==> config.mk <==
export PLATFORM = sky130hd
export DESIGN_NAME = gain_scheduled_pi_wheel_speed
export DESIGN_NICKNAME = d
export VERILOG_FILES = /design/src/rtl/core/gspi_pkg.sv /design/src/rtl/core/gspi_smul.sv /design/src/rtl/core/gain_scheduled_pi_wheel_speed.sv
export SDC_FILE = /design/constraint.sdc
export NUM_CORES = 2
export LEC_CHECK = 0
export BUFFER_PORTS_ARGS = -buffer_cell sky130_fd_sc_hd__buf_2
export CAP_MARGIN = 0
export CORE_ASPECT_RATIO = 1.1
export CORE_MARGIN = 2
export CORE_UTILIZATION = 60
export DETAILED_ROUTE_END_ITERATION = 8
export PLACE_DENSITY = 0.81
export SLEW_MARGIN = 10
export SYNTH_ARGS = -nofsm -noshare
export SYNTH_HDL_FRONTEND = slang
export SYNTH_SLANG_ARGS = --single-unit
==> constraint.sdc <==
create_clock -name i_clk -period 17.6 [get_ports i_clk]
set_clock_uncertainty 0.2 [all_clocks]
set_input_delay 5.28 -clock i_clk [delete_from_list [all_inputs] [get_ports i_clk]]
set_output_delay 5.28 -clock i_clk [all_outputs]
set_load 0.01 [all_outputs]
==> src/rtl/core/gspi_pkg.sv <==
// shared constants, widths and types of the wheel speed controller
`default_nettype none

package gspi_pkg;

    localparam int WINDOW = 20;
    localparam int POS_W = (WINDOW > 1) ? $clog2(WINDOW) : 1;

    localparam int PERIOD_W = 12;
    localparam int GAIN_W = 8;
    localparam int FACTOR_W = 12;
    localparam int WANT_W = 8;
    localparam int EDGE_W = 10;
    localparam int MEAS_W = 12;
    localparam int ERR_W = 13;
    localparam int SUM_W = 18;
    localparam int EFFORT_W = 12;
    localparam int KP_W = 11;
    localparam int KI_W = 9;

    localparam int MCAND_W = 17;
    localparam int MPLIER_W = 12;
    localparam int PROD_W = MCAND_W + MPLIER_W;
    localparam int DIGIT_W = 2;
    localparam int MUL_STEPS = MPLIER_W / DIGIT_W;
    localparam int STEP_W = $clog2(MUL_STEPS);

    localparam int Q_SHIFT = 8;
    localparam int RND_W = PROD_W + 1 - Q_SHIFT;
    localparam int TERM_W = RND_W;
    localparam int X_W = TERM_W;

    localparam int CFG_IDX_W = 2;
    localparam int CFG_DATA_W = 12;

    localparam logic [CFG_IDX_W-1:0] CFG_PWM_PERIOD = 2'd0;
    localparam logic [CFG_IDX_W-1:0] CFG_KP_BASE = 2'd1;
    localparam logic [CFG_IDX_W-1:0] CFG_KI_BASE = 2'd2;
    localparam logic [CFG_IDX_W-1:0] CFG_SPEED_FACTOR = 2'd3;

    localparam logic [PERIOD_W-1:0] PERIOD_RST = 12'd1250;
    localparam logic [GAIN_W-1:0] KP_RST = 8'd13;
    localparam logic [GAIN_W-1:0] KI_RST = 8'd18;
    localparam logic [FACTOR_W-1:0] FACTOR_RST = 12'd853;
    localparam logic [EFFORT_W-1:0] EFFORT_RST = 12'd650;

    localparam logic [MEAS_W-1:0] MEAS_MAX = 12'd4095;
    localparam logic [PROD_W:0] ROUND_HALF = (PROD_W + 1)'(128);

    typedef struct packed {
        logic                start;
        logic [MCAND_W-1:0]  mcand;
        logic [MPLIER_W-1:0] mplier;
    } t_mul_req;

    typedef struct packed {
        logic              done;
        logic [PROD_W-1:0] product;
    } t_mul_rsp;

endpackage

`default_nettype wire

==> src/rtl/core/gspi_smul.sv <==
// digit serial shift-add multiplier, two multiplier bits per cycle
`default_nettype none

module gspi_smul (
    input  logic                i_clk,
    input  logic                i_rst_n,
    input  gspi_pkg::t_mul_req  i_req,
    output gspi_pkg::t_mul_rsp  o_rsp
);
    import gspi_pkg::*;

    localparam logic [STEP_W-1:0] STEP_LAST = STEP_W'(MUL_STEPS - 1);

    logic                r_busy;
    logic                r_done;
    logic [STEP_W-1:0]   r_cnt;
    logic [PROD_W-1:0]   r_mc;
    logic [MPLIER_W-1:0] r_mp;
    logic [PROD_W-1:0]   r_acc;
    logic [PROD_W-1:0]   w_pp;

    always_comb begin
        w_pp = '0;
        for (int k = 0; k < DIGIT_W; k++) begin
            if (r_mp[k]) begin
                w_pp = w_pp + (r_mc << k);
            end
        end
    end

    always_ff @(posedge i_clk) begin
        if (!i_rst_n) begin
            r_busy <= 1'b0;
            r_done <= 1'b0;
            r_cnt  <= '0;
        end else begin
            r_done <= 1'b0;
            if (i_req.start) begin
                r_busy <= 1'b1;
                r_cnt  <= '0;
            end else if (r_busy) begin
                r_cnt <= r_cnt + 1'b1;
                if (r_cnt == STEP_LAST) begin
                    r_busy <= 1'b0;
                    r_done <= 1'b1;
                end
            end
        end
    end

    always_ff @(posedge i_clk) begin
        if (i_req.start) begin
            r_mc  <= PROD_W'(i_req.mcand);
            r_mp  <= i_req.mplier;
            r_acc <= '0;
        end else if (r_busy) begin
            r_acc <= r_acc + w_pp;
            r_mc  <= r_mc << DIGIT_W;
            r_mp  <= r_mp >> DIGIT_W;
        end
    end

    assign o_rsp.done    = r_done;
    assign o_rsp.product = r_acc;

endmodule

`default_nettype wire

==> src/rtl/core/gain_scheduled_pi_wheel_speed.sv <==
// top level of the gain scheduled pi wheel speed controller
//
// channel   direction  handshake                 payload
// input     in         i_valid / o_ready         i_wanted_speed, i_edge_count
// result    out        o_valid / i_ready         o_duty_a, o_duty_b,
//                                                o_measured_speed, o_speed_error
// config    in         i_cfg_valid / o_cfg_ready i_cfg_index, i_cfg_data
//
// each word runs through two passes of the 2-bit serial multipliers (6 steps each)
// plus error, rounding and clamp steps before its result is registered
// the next word is taken only once the result is in the output register
// a stalled result holds in the output register while the next word computes
// synchronous active low reset; the error window clears at once, no sweep
// config writes are taken every cycle
`default_nettype none

module gain_scheduled_pi_wheel_speed (
    input  logic                                 i_clk,
    input  logic                                 i_rst_n,
    input  logic                                 i_valid,
    output logic                                 o_ready,
    input  logic signed [gspi_pkg::WANT_W-1:0]   i_wanted_speed,
    input  logic        [gspi_pkg::EDGE_W-1:0]   i_edge_count,
    output logic                                 o_valid,
    input  logic                                 i_ready,
    output logic        [gspi_pkg::PERIOD_W-1:0] o_duty_a,
    output logic        [gspi_pkg::PERIOD_W-1:0] o_duty_b,
    output logic        [gspi_pkg::MEAS_W-1:0]   o_measured_speed,
    output logic signed [gspi_pkg::ERR_W-1:0]    o_speed_error,
    input  logic                                 i_cfg_valid,
    output logic                                 o_cfg_ready,
    input  logic        [gspi_pkg::CFG_IDX_W-1:0]  i_cfg_index,
    input  logic        [gspi_pkg::CFG_DATA_W-1:0] i_cfg_data
);
    import gspi_pkg::*;

    localparam logic [2:0] S_IDLE = 3'd0;
    localparam logic [2:0] S_MEAS = 3'd1;
    localparam logic [2:0] S_ERR  = 3'd2;
    localparam logic [2:0] S_PI   = 3'd3;
    localparam logic [2:0] S_SUM  = 3'd4;
    localparam logic [2:0] S_OUT  = 3'd5;

    localparam logic [POS_W-1:0] POS_LAST = POS_W'(WINDOW - 1);

    logic [2:0]            r_state;
    logic [PERIOD_W-1:0]   r_period;
    logic [GAIN_W-1:0]     r_kp_base;
    logic [GAIN_W-1:0]     r_ki_base;
    logic [FACTOR_W-1:0]   r_factor;

    logic signed [ERR_W-1:0] r_ring [WINDOW];
    logic [POS_W-1:0]        r_pos;
    logic signed [SUM_W-1:0] r_sum;
    logic [EFFORT_W-1:0]     r_effort;

    logic [WANT_W-1:0]        r_mag;
    logic                     r_backward;
    logic [MEAS_W-1:0]        r_meas;
    logic signed [ERR_W-1:0]  r_err;
    logic signed [TERM_W-1:0] r_pterm;
    logic signed [TERM_W-1:0] r_iterm;

    logic                     r_out_valid;
    logic [PERIOD_W-1:0]      r_duty_a;
    logic [PERIOD_W-1:0]      r_duty_b;
    logic [MEAS_W-1:0]        r_meas_out;
    logic signed [ERR_W-1:0]  r_err_out;

    t_mul_req w_req_a;
    t_mul_req w_req_b;
    t_mul_rsp w_rsp_a;
    t_mul_rsp w_rsp_b;

    logic                     w_accept;
    logic [PROD_W:0]          w_rnd_a;
    logic [PROD_W:0]          w_rnd_b;
    logic [RND_W-1:0]         w_meas_full;
    logic [MEAS_W-1:0]        w_meas;
    logic signed [ERR_W-1:0]  w_err;
    logic signed [SUM_W-1:0]  w_sum_new;
    logic [ERR_W-1:0]         w_abs_err;
    logic [SUM_W-1:0]         w_abs_sum;
    logic [KP_W-1:0]          w_kp;
    logic [KI_W-1:0]          w_ki;
    logic [KP_W-1:0]          w_kp_b;
    logic signed [X_W-1:0]    w_x;
    logic [PERIOD_W-1:0]      w_reflect;
    logic                     w_out_free;
    logic                     w_pi_done;

    assign w_accept   = i_valid && o_ready;
    assign o_ready    = (r_state == S_IDLE);
    assign o_cfg_ready = 1'b1;
    assign w_out_free = !r_out_valid || i_ready;
    assign w_pi_done  = w_rsp_a.done && w_rsp_b.done;

    // measured speed, rounded and saturated
    assign w_rnd_a     = {1'b0, w_rsp_a.product} + ROUND_HALF;
    assign w_rnd_b     = {1'b0, w_rsp_b.product} + ROUND_HALF;
    assign w_meas_full = w_rnd_a[PROD_W:Q_SHIFT];
    assign w_meas      = (|w_meas_full[RND_W-1:MEAS_W]) ? MEAS_MAX : w_meas_full[MEAS_W-1:0];
    assign w_err       = $signed(ERR_W'(r_mag)) - $signed(ERR_W'(w_meas));

    // window sum and gain schedule
    assign w_sum_new = r_sum - SUM_W'(r_ring[r_pos]) + SUM_W'(r_err);
    assign w_abs_err = r_err[ERR_W-1] ? ERR_W'(-r_err) : r_err;
    assign w_abs_sum = w_sum_new[SUM_W-1] ? SUM_W'(-w_sum_new) : w_sum_new;
    assign w_kp_b    = KP_W'(r_kp_base);

    always_comb begin
        w_ki = KI_W'(r_ki_base);
        priority if (w_abs_err <= ERR_W'(2)) begin
            w_kp = (w_kp_b << 2) + w_kp_b;
        end else if (w_abs_err <= ERR_W'(4)) begin
            w_kp = w_kp_b << 2;
        end else if (w_abs_err <= ERR_W'(6)) begin
            w_kp = (w_kp_b << 1) + w_kp_b;
        end else if (w_abs_err <= ERR_W'(8)) begin
            w_kp = w_kp_b << 1;
        end else begin
            w_kp = (w_kp_b << 1) + w_kp_b;
            w_ki = KI_W'(r_ki_base) << 1;
        end
    end

    always_comb begin
        w_req_a = '0;
        w_req_b = '0;
        if (r_state == S_IDLE) begin
            w_req_a.start  = w_accept;
            w_req_a.mcand  = MCAND_W'(r_factor);
            w_req_a.mplier = MPLIER_W'(i_edge_count);
        end else if (r_state == S_ERR) begin
            w_req_a.start  = 1'b1;
            w_req_a.mcand  = MCAND_W'(w_abs_err);
            w_req_a.mplier = MPLIER_W'(w_kp);
            w_req_b.start  = 1'b1;
            w_req_b.mcand  = w_abs_sum[MCAND_W-1:0];
            w_req_b.mplier = MPLIER_W'(w_ki);
        end
    end

    gspi_smul u_mul_a (
        .i_clk   (i_clk),
        .i_rst_n (i_rst_n),
        .i_req   (w_req_a),
        .o_rsp   (w_rsp_a)
    );

    gspi_smul u_mul_b (
        .i_clk   (i_clk),
        .i_rst_n (i_rst_n),
        .i_req   (w_req_b),
        .o_rsp   (w_rsp_b)
    );

    assign w_x = X_W'($signed({1'b0, r_effort})) + r_pterm + r_iterm;
    assign w_reflect = r_period - r_effort;

    // configuration registers
    always_ff @(posedge i_clk) begin
        if (!i_rst_n) begin
            r_period  <= PERIOD_RST;
            r_kp_base <= KP_RST;
            r_ki_base <= KI_RST;
            r_factor  <= FACTOR_RST;
        end else if (i_cfg_valid) begin
            unique case (i_cfg_index)
                CFG_PWM_PERIOD:   r_period  <= i_cfg_data[PERIOD_W-1:0];
                CFG_KP_BASE:      r_kp_base <= i_cfg_data[GAIN_W-1:0];
                CFG_KI_BASE:      r_ki_base <= i_cfg_data[GAIN_W-1:0];
                CFG_SPEED_FACTOR: r_factor  <= i_cfg_data[FACTOR_W-1:0];
                default: ;
            endcase
        end
    end

    // sequencer and controller state
    always_ff @(posedge i_clk) begin
        if (!i_rst_n) begin
            r_state     <= S_IDLE;
            r_pos       <= '0;
            r_sum       <= '0;
            r_effort    <= EFFORT_RST;
            r_out_valid <= 1'b0;
            for (int k = 0; k < WINDOW; k++) begin
                r_ring[k] <= '0;
            end
        end else begin
            // a new word loads, or a held word stays until taken
            r_out_valid <= (r_state == S_OUT && w_out_free) || (r_out_valid && !i_ready);
            unique case (r_state)
                S_IDLE: begin
                    if (w_accept) begin
                        r_state <= S_MEAS;
                    end
                end
                S_MEAS: begin
                    if (w_rsp_a.done) begin
                        r_state <= S_ERR;
                    end
                end
                S_ERR: begin
                    r_sum         <= w_sum_new;
                    r_ring[r_pos] <= r_err;
                    r_pos         <= (r_pos == POS_LAST) ? '0 : r_pos + 1'b1;
                    r_state       <= S_PI;
                end
                S_PI: begin
                    if (w_pi_done) begin
                        r_state <= S_SUM;
                    end
                end
                S_SUM: begin
                    priority if (w_x >= $signed(X_W'(r_period))) begin
                        r_effort <= r_period;
                    end else if (w_x <= $signed(X_W'(0))) begin
                        r_effort <= '0;
                    end else begin
                        r_effort <= w_x[EFFORT_W-1:0];
                    end
                    r_state <= S_OUT;
                end
                S_OUT: begin
                    if (w_out_free) begin
                        r_state <= S_IDLE;
                    end
                end
                default: r_state <= S_IDLE;
            endcase
        end
    end

    // datapath words
    always_ff @(posedge i_clk) begin
        if (w_accept) begin
            r_backward <= i_wanted_speed[WANT_W-1];
            r_mag      <= i_wanted_speed[WANT_W-1] ? WANT_W'(-i_wanted_speed)
                                                   : WANT_W'(i_wanted_speed);
        end
        if (r_state == S_MEAS && w_rsp_a.done) begin
            r_meas <= w_meas;
            r_err  <= w_err;
        end
        if (r_state == S_PI && w_pi_done) begin
            r_pterm <= r_err[ERR_W-1] ? -$signed(w_rnd_a[PROD_W:Q_SHIFT])
                                      : $signed(w_rnd_a[PROD_W:Q_SHIFT]);
            r_iterm <= r_sum[SUM_W-1] ? -$signed(w_rnd_b[PROD_W:Q_SHIFT])
                                      : $signed(w_rnd_b[PROD_W:Q_SHIFT]);
        end
        if (r_state == S_OUT && w_out_free) begin
            r_duty_a   <= r_backward ? w_reflect : r_period;
            r_duty_b   <= r_backward ? r_period : w_reflect;
            r_meas_out <= r_meas;
            r_err_out  <= r_err;
        end
    end

    assign o_valid          = r_out_valid;
    assign o_duty_a         = r_duty_a;
    assign o_duty_b         = r_duty_b;
    assign o_measured_speed = r_meas_out;
    assign o_speed_error    = r_err_out;

endmodule

`default_nettype wire

Word level (Yosys, flattened, before mapping) --
Memory sizes are Yosys's and may differ from the RTL's. A register that Yosys moved wholly into a read port is not among the register bits. Cells that the tools add are included.
Cells by class: magnitude comparators 6, add/subtract/negate cells 22, bitwise gates (word level) 3, reduce and logical (&&, ||, !) cells 25, equality and inequality tests 15, muxes and demuxes 57
Operators with widths (count):
- 30-bit two-way mux | 4
- 29-bit adder | 4
- 29-bit two-way mux | 4
- 12-bit two-way mux | 9
- 17-bit two-way mux | 5
- 29-bit by 8-bit adder with 30-bit output, second input constant | 2
- 22-bit two-way mux | 2
- 22-bit negator | 2
- 9-bit two-way mux | 4
- 13-bit by 3-bit less-or-equal comparator with 1-bit output, second input constant | 2
- 13-bit two-way mux | 2
- 13-bit by 22-bit adder with 22-bit output | 1
- 22-bit adder | 1
- 22-bit by 13-bit greater-or-equal comparator with 1-bit output | 1
- 22-bit by 1-bit less-or-equal comparator with 1-bit output, second input constant | 1
- 11-bit two-way mux | 2
- 10-bit two-way mux | 2
- 5-bit two-way mux | 4
- 18-bit by 13-bit adder with 18-bit output | 1
- 3-bit case mux with 6 select lines | 1
- 18-bit by 13-bit subtractor with 18-bit output | 1
- 17-bit negator | 1
- 13-bit by 2-bit less-or-equal comparator with 1-bit output, second input constant | 1
- 13-bit by 4-bit less-or-equal comparator with 1-bit output, second input constant | 1
- 32 further kinds | 70
Storage, ports and cells: output and inout bits 52, bits in writable memories 260, register bits 356, memories kept 1
Memory list:
- r_ring | depth 20, bits a word 13, read ports 1, clocked after Yosys merged registers in 1, wr ports 20, RTL line gain_scheduled_pi_wheel_speed.sv:52 | logic signed [ERR_W-1:0] r_ring [WINDOW];

Logic depth before layout (Yosys ltp) --
word-level depth 10, gate-level depth with buffers 27, gate-level depth less buffers 26

Modules after synthesis --
A second synthesis with hierarchy kept.
Unflattened totals: cell total of the unflattened synthesis 4252, area, all modules 46180.5 um^2
By module, submodules not included:
- gain_scheduled_pi_wheel_speed | instances 1, area each 33338.2 um^2, cells an instance 2769
- gspi_smul at u_mul_b | instances 1, area each 6505.0 um^2, cells an instance 759
- gspi_smul at u_mul_a | instances 1, area each 6337.3 um^2, cells an instance 724

Least setup slack after synthesis --
No wires, ideal clock.
path type input-to-reg, start input port i_ready, end register r_duty_a[0] (netlist: o_duty_a[0]), enable pin, cell stages on the path 2, path slack 9326 ps, buffers on the path 0, data required time 16939 ps, arrival 7613 ps, library setup time 461 ps, cells stage by stage nand2b_1 nor2b_1
Between the ends: word-level cells in the longest chain between the ends 2
Ends and longest elaborated chain:
- start, declared | RTL line gain_scheduled_pi_wheel_speed.sv:25 | input logic i_ready,
- 1-bit logical OR | RTL line gain_scheduled_pi_wheel_speed.sv:95 | assign w_out_free = !r_out_valid || i_ready;
- 1-bit logical AND | RTL line gain_scheduled_pi_wheel_speed.sv:252 | if (r_state == S_OUT && w_out_free) begin
- end signal, assigned | RTL line gain_scheduled_pi_wheel_speed.sv:253 | r_duty_a <= r_backward ? w_reflect : r_period;
- end, declared | RTL line gain_scheduled_pi_wheel_speed.sv:65 | logic [PERIOD_W-1:0] r_duty_a;
No other way between the ends. A chain may end at the register's enable or synchronous reset.

==> impl_metrics.tcl <==
set metrics [dict create \
    rsz0062_at_grt "no" \
    synth_compound_area_share_pct 9.70 \
    critPathBufInv 3 \
    leakagePower_uw 0.0179 \
    netlist.area_leader.share_pct 40.8 \
    drc 0 \
    ys_seq_elements 773 \
    avgSynthCellArea_um2 11.1 \
    finalSetupViolCount 0 \
    pin_count 89 \
    place.gp.congestion 0.957 \
    hold_class "flip-flop to flip-flop" \
    worstPathCellList "buf_2, buf_4, nand3_2, buf_4, o21ai_1" \
    port_buffers 87 \
    holdWs_ns 0.216 \
    cts_buffers 78 \
    fillers 5161 \
    tightest_slew_ns 1.27 \
    grt_pass1_vias 30900 \
    path_clk_slew_ns 0.07 \
    peakVddDrop_uv 103 \
    ys.flop_type "edfxtp_1" \
    antenna_found_initial 9 \
    drt-vias-per-instance 6.53 \
    period_share_pct 46.8 \
    slowest_stage "o21ai_1" \
    finalHoldViolCount 0 \
    drive_above_1_share_pct 12.9 \
    fmax_mhz 121 \
    crit_family "buffers and inverters" \
    cts_buffer_depth 3 \
    syn_nets 4239 \
    tritoncts "built" \
    dieArea_um2 75400 \
    arrival_ns 8.30 \
    end_kind "flip-flop" \
    ctsHoldBuffers 0 \
    cts_resized 0 \
    status "finished clean" \
    final_cell_mix "edfxtp_1 (597), nand2_1 (310), nor3_1 (308), nor2_1 (253), ha_1 (217)" \
    netlist_area_um2 43900 \
    yosysSeqAreaShare_pct 48.8 \
    grt.overflow.total 0 \
    critPathMaxFanout 45 \
    tns_ns 0 \
    layout_commonest_cell "edfxtp_1" \
    nets 4216 \
    post-dp-hpwl_mm 75.1 \
    postCtsSetupBuffers 0 \
    drt_pass1_iterations 8 \
    synth-xor-area-share_pct 5.65 \
    relSlewSlack_pct 14.7 \
    power_density_nw_per_um2 101 \
    area_delta_synth_final_pct 8.86 \
    synth_edf_count 597 \
    cp.required_ns 17.66 \
    cap_viol_max_count 0 \
    h-tree-depth 3 \
    worst_slack_ns 9.36 \
    grt_max_degree 74 \
    drtAntennaViolNets 0 \
    clockRootBuffer "clkbuf_16" \
    synthMuxAreaShare_pct 10.9 \
    drt_iter0_drc 4126 \
    period_minus_slack_ns 8.24 \
    synthSimpleGateAreaFrac_pct 13.4 \
    cp_common_cell "buf_4" \
    rows 104 \
    routedWlPerCell_um 23.4 \
    dr_total_vias 32400 \
    cts.sink_count 773 \
    synthTopCellsByArea "edfxtp_1 (41%), dfxtp_1 (8.0%), mux4_2 (6.7%)" \
    clkLatencyLatePin_ns 0.70 \
    ys_async_sr_fraction_pct 0 \
    core_um2 72900 \
    slew_viol_final 0 \
    grt_pass1_wl_mm 175 \
    synth.distinct_cells 87 \
    start_util_pct 60.3 \
    synth-adder-area-share_pct 7.91 \
    startpoint_type "primary input" \
    die_x_um 262 \
    yosysWarningCount 0 \
    syn-instance-count 3947 \
    die_y_um 288 \
    wl_mm 116 \
    synth_top_family_by_area "simple AND/OR/NAND/NOR gates" \
    slowest_delay_ns 0.96 \
    synth_area_leader_cell "edfxtp_1" \
    critical_path_class "primary input to flip-flop" \
    grt_usage_pct 30.3 \
    dp_slack_ns 8.77 \
]
-- flip-flops by register name (all words and copies together) (netlist names), 13 cells and up, named ones only --
signal / flops
r_iterm: 22
r_ring: 416
u_mul_a.r_mc: 29
u_mul_b.r_acc: 29
u_mul_a.r_acc: 29
u_mul_b.r_mc: 29
r_sum: 18
r_err: 13
r_pterm: 22
o_speed_error: 13
-- stage by stage --
| stage | cells | cell area [um2] | power [uW] | utilization [%] |
|---|---|---|---|---|
| final | 4951 | 47800 | 4820 | 65.6 |
| after CTS | 4943 | 47800 | 4780 | 65.6 |
| after global placement | 4797 | 45100 | 3010 | 61.8 |
| after floorplan | 3947 | 43900 | 2830 | - |
| after detailed placement | 4797 | 45100 | 3040 | 61.8 |
| after global routing | 4944 | 47800 | 4970 | 65.6 |
-- final timing paths --
kind	startpoint	end	slack, ns	depth (start not counted)
max reg2reg	flip-flop	u_mul_b.r_mc[16]	9.76	18
min	r_meas[4]	o_measured_speed[4]	0.22	0
max	i_rst_n	r_ring[5][6]	9.36	5
min reg2reg	r_meas[4]	o_measured_speed[4]	0.22	0
-- layer usage --
metal | vias up | part of all wire (%) | wire length (um) | GRT usage, %
met2 | 2033 | 47 | 54300 | 48.4
met4 | 6 | 4.4 | 5150 | 13.2
met3 | 387 | 12 | 13600 | 6.81
li1 | 14500 | - | - | -
met5 | - | 0.034 | 40 | 0
met1 | 15500 | 37 | 42900 | 39.8
-- cell families after synthesis --
kind of cell / after synthesis
muxes: 308
AOI/OAI and AO/OA: 688
DFF: 773
buffers and inverters: 417
other: 1
and+or+nand+nor: 1225
xor gates and xnor gates: 280
adders and majority gates: 255
-- layout make-up --
cell class	count	area [um2]	share of cell area [%]
repair buffers	131	773	1.62
flip-flops and latches	773	21500	44.9
multi-input cells	2757	21000	43.9
clock buffers	92	2060	4.30
clock inverters	54	659	1.38
inverters	183	687	1.44
well taps	954	1190	2.50
diodes	7	17.5	0.0366
-- cell usage after synthesis, types with 15 or more instances --
library cell and count:
a21o_1 74, o21ai_0 178, xnor2_1 189, o21a_1 21
and2_1 63, fa_1 38, o21bai_1 15, a31oi_1 28
o211ai_1 21, ha_1 217, inv_1 180, nor2b_1 31
mux2_2 62, nand4_1 21, a21oi_1 206, clkbuf_1 187
nor3_1 312, mux2i_1 116, or3_1 21, buf_1 36
edfxtp_1 597, nand2_1 311, and3_1 29, xor2_1 88
mux4_2 130, nor2_1 256, dfxtp_1 176, nand2b_1 39
a211oi_1 28, nand3_1 73
-- worst reg2reg max path, cell delays in order, from the launching register on --
cell and delay, ns:
dfxtp_4 1.00, buf_4 0.92, mux4_2 0.73, mux4_2 0.54, mux2_2 0.32, fa_1 0.53
inv_1 0.09, ha_1 0.30, a21o_1 0.17, a21oi_1 0.26, o21a_1 0.22, o21ai_0 0.20
o22ai_1 0.32, xnor2_1 0.19, nor4_1 0.62, nor4bb_1 0.47, a31oi_1 0.18, xnor2_1 0.19
o21ai_1 0.07
-- power by group --
part / switching (uW) / internal, uW / total (uW)
logic: 529 / 365 / 894
registers: 93.4 / 2060 / 2150
clock network: 787 / 988 / 1770
total: 1410 / 3410 / 4820
(Power assumes the default switching activity.)
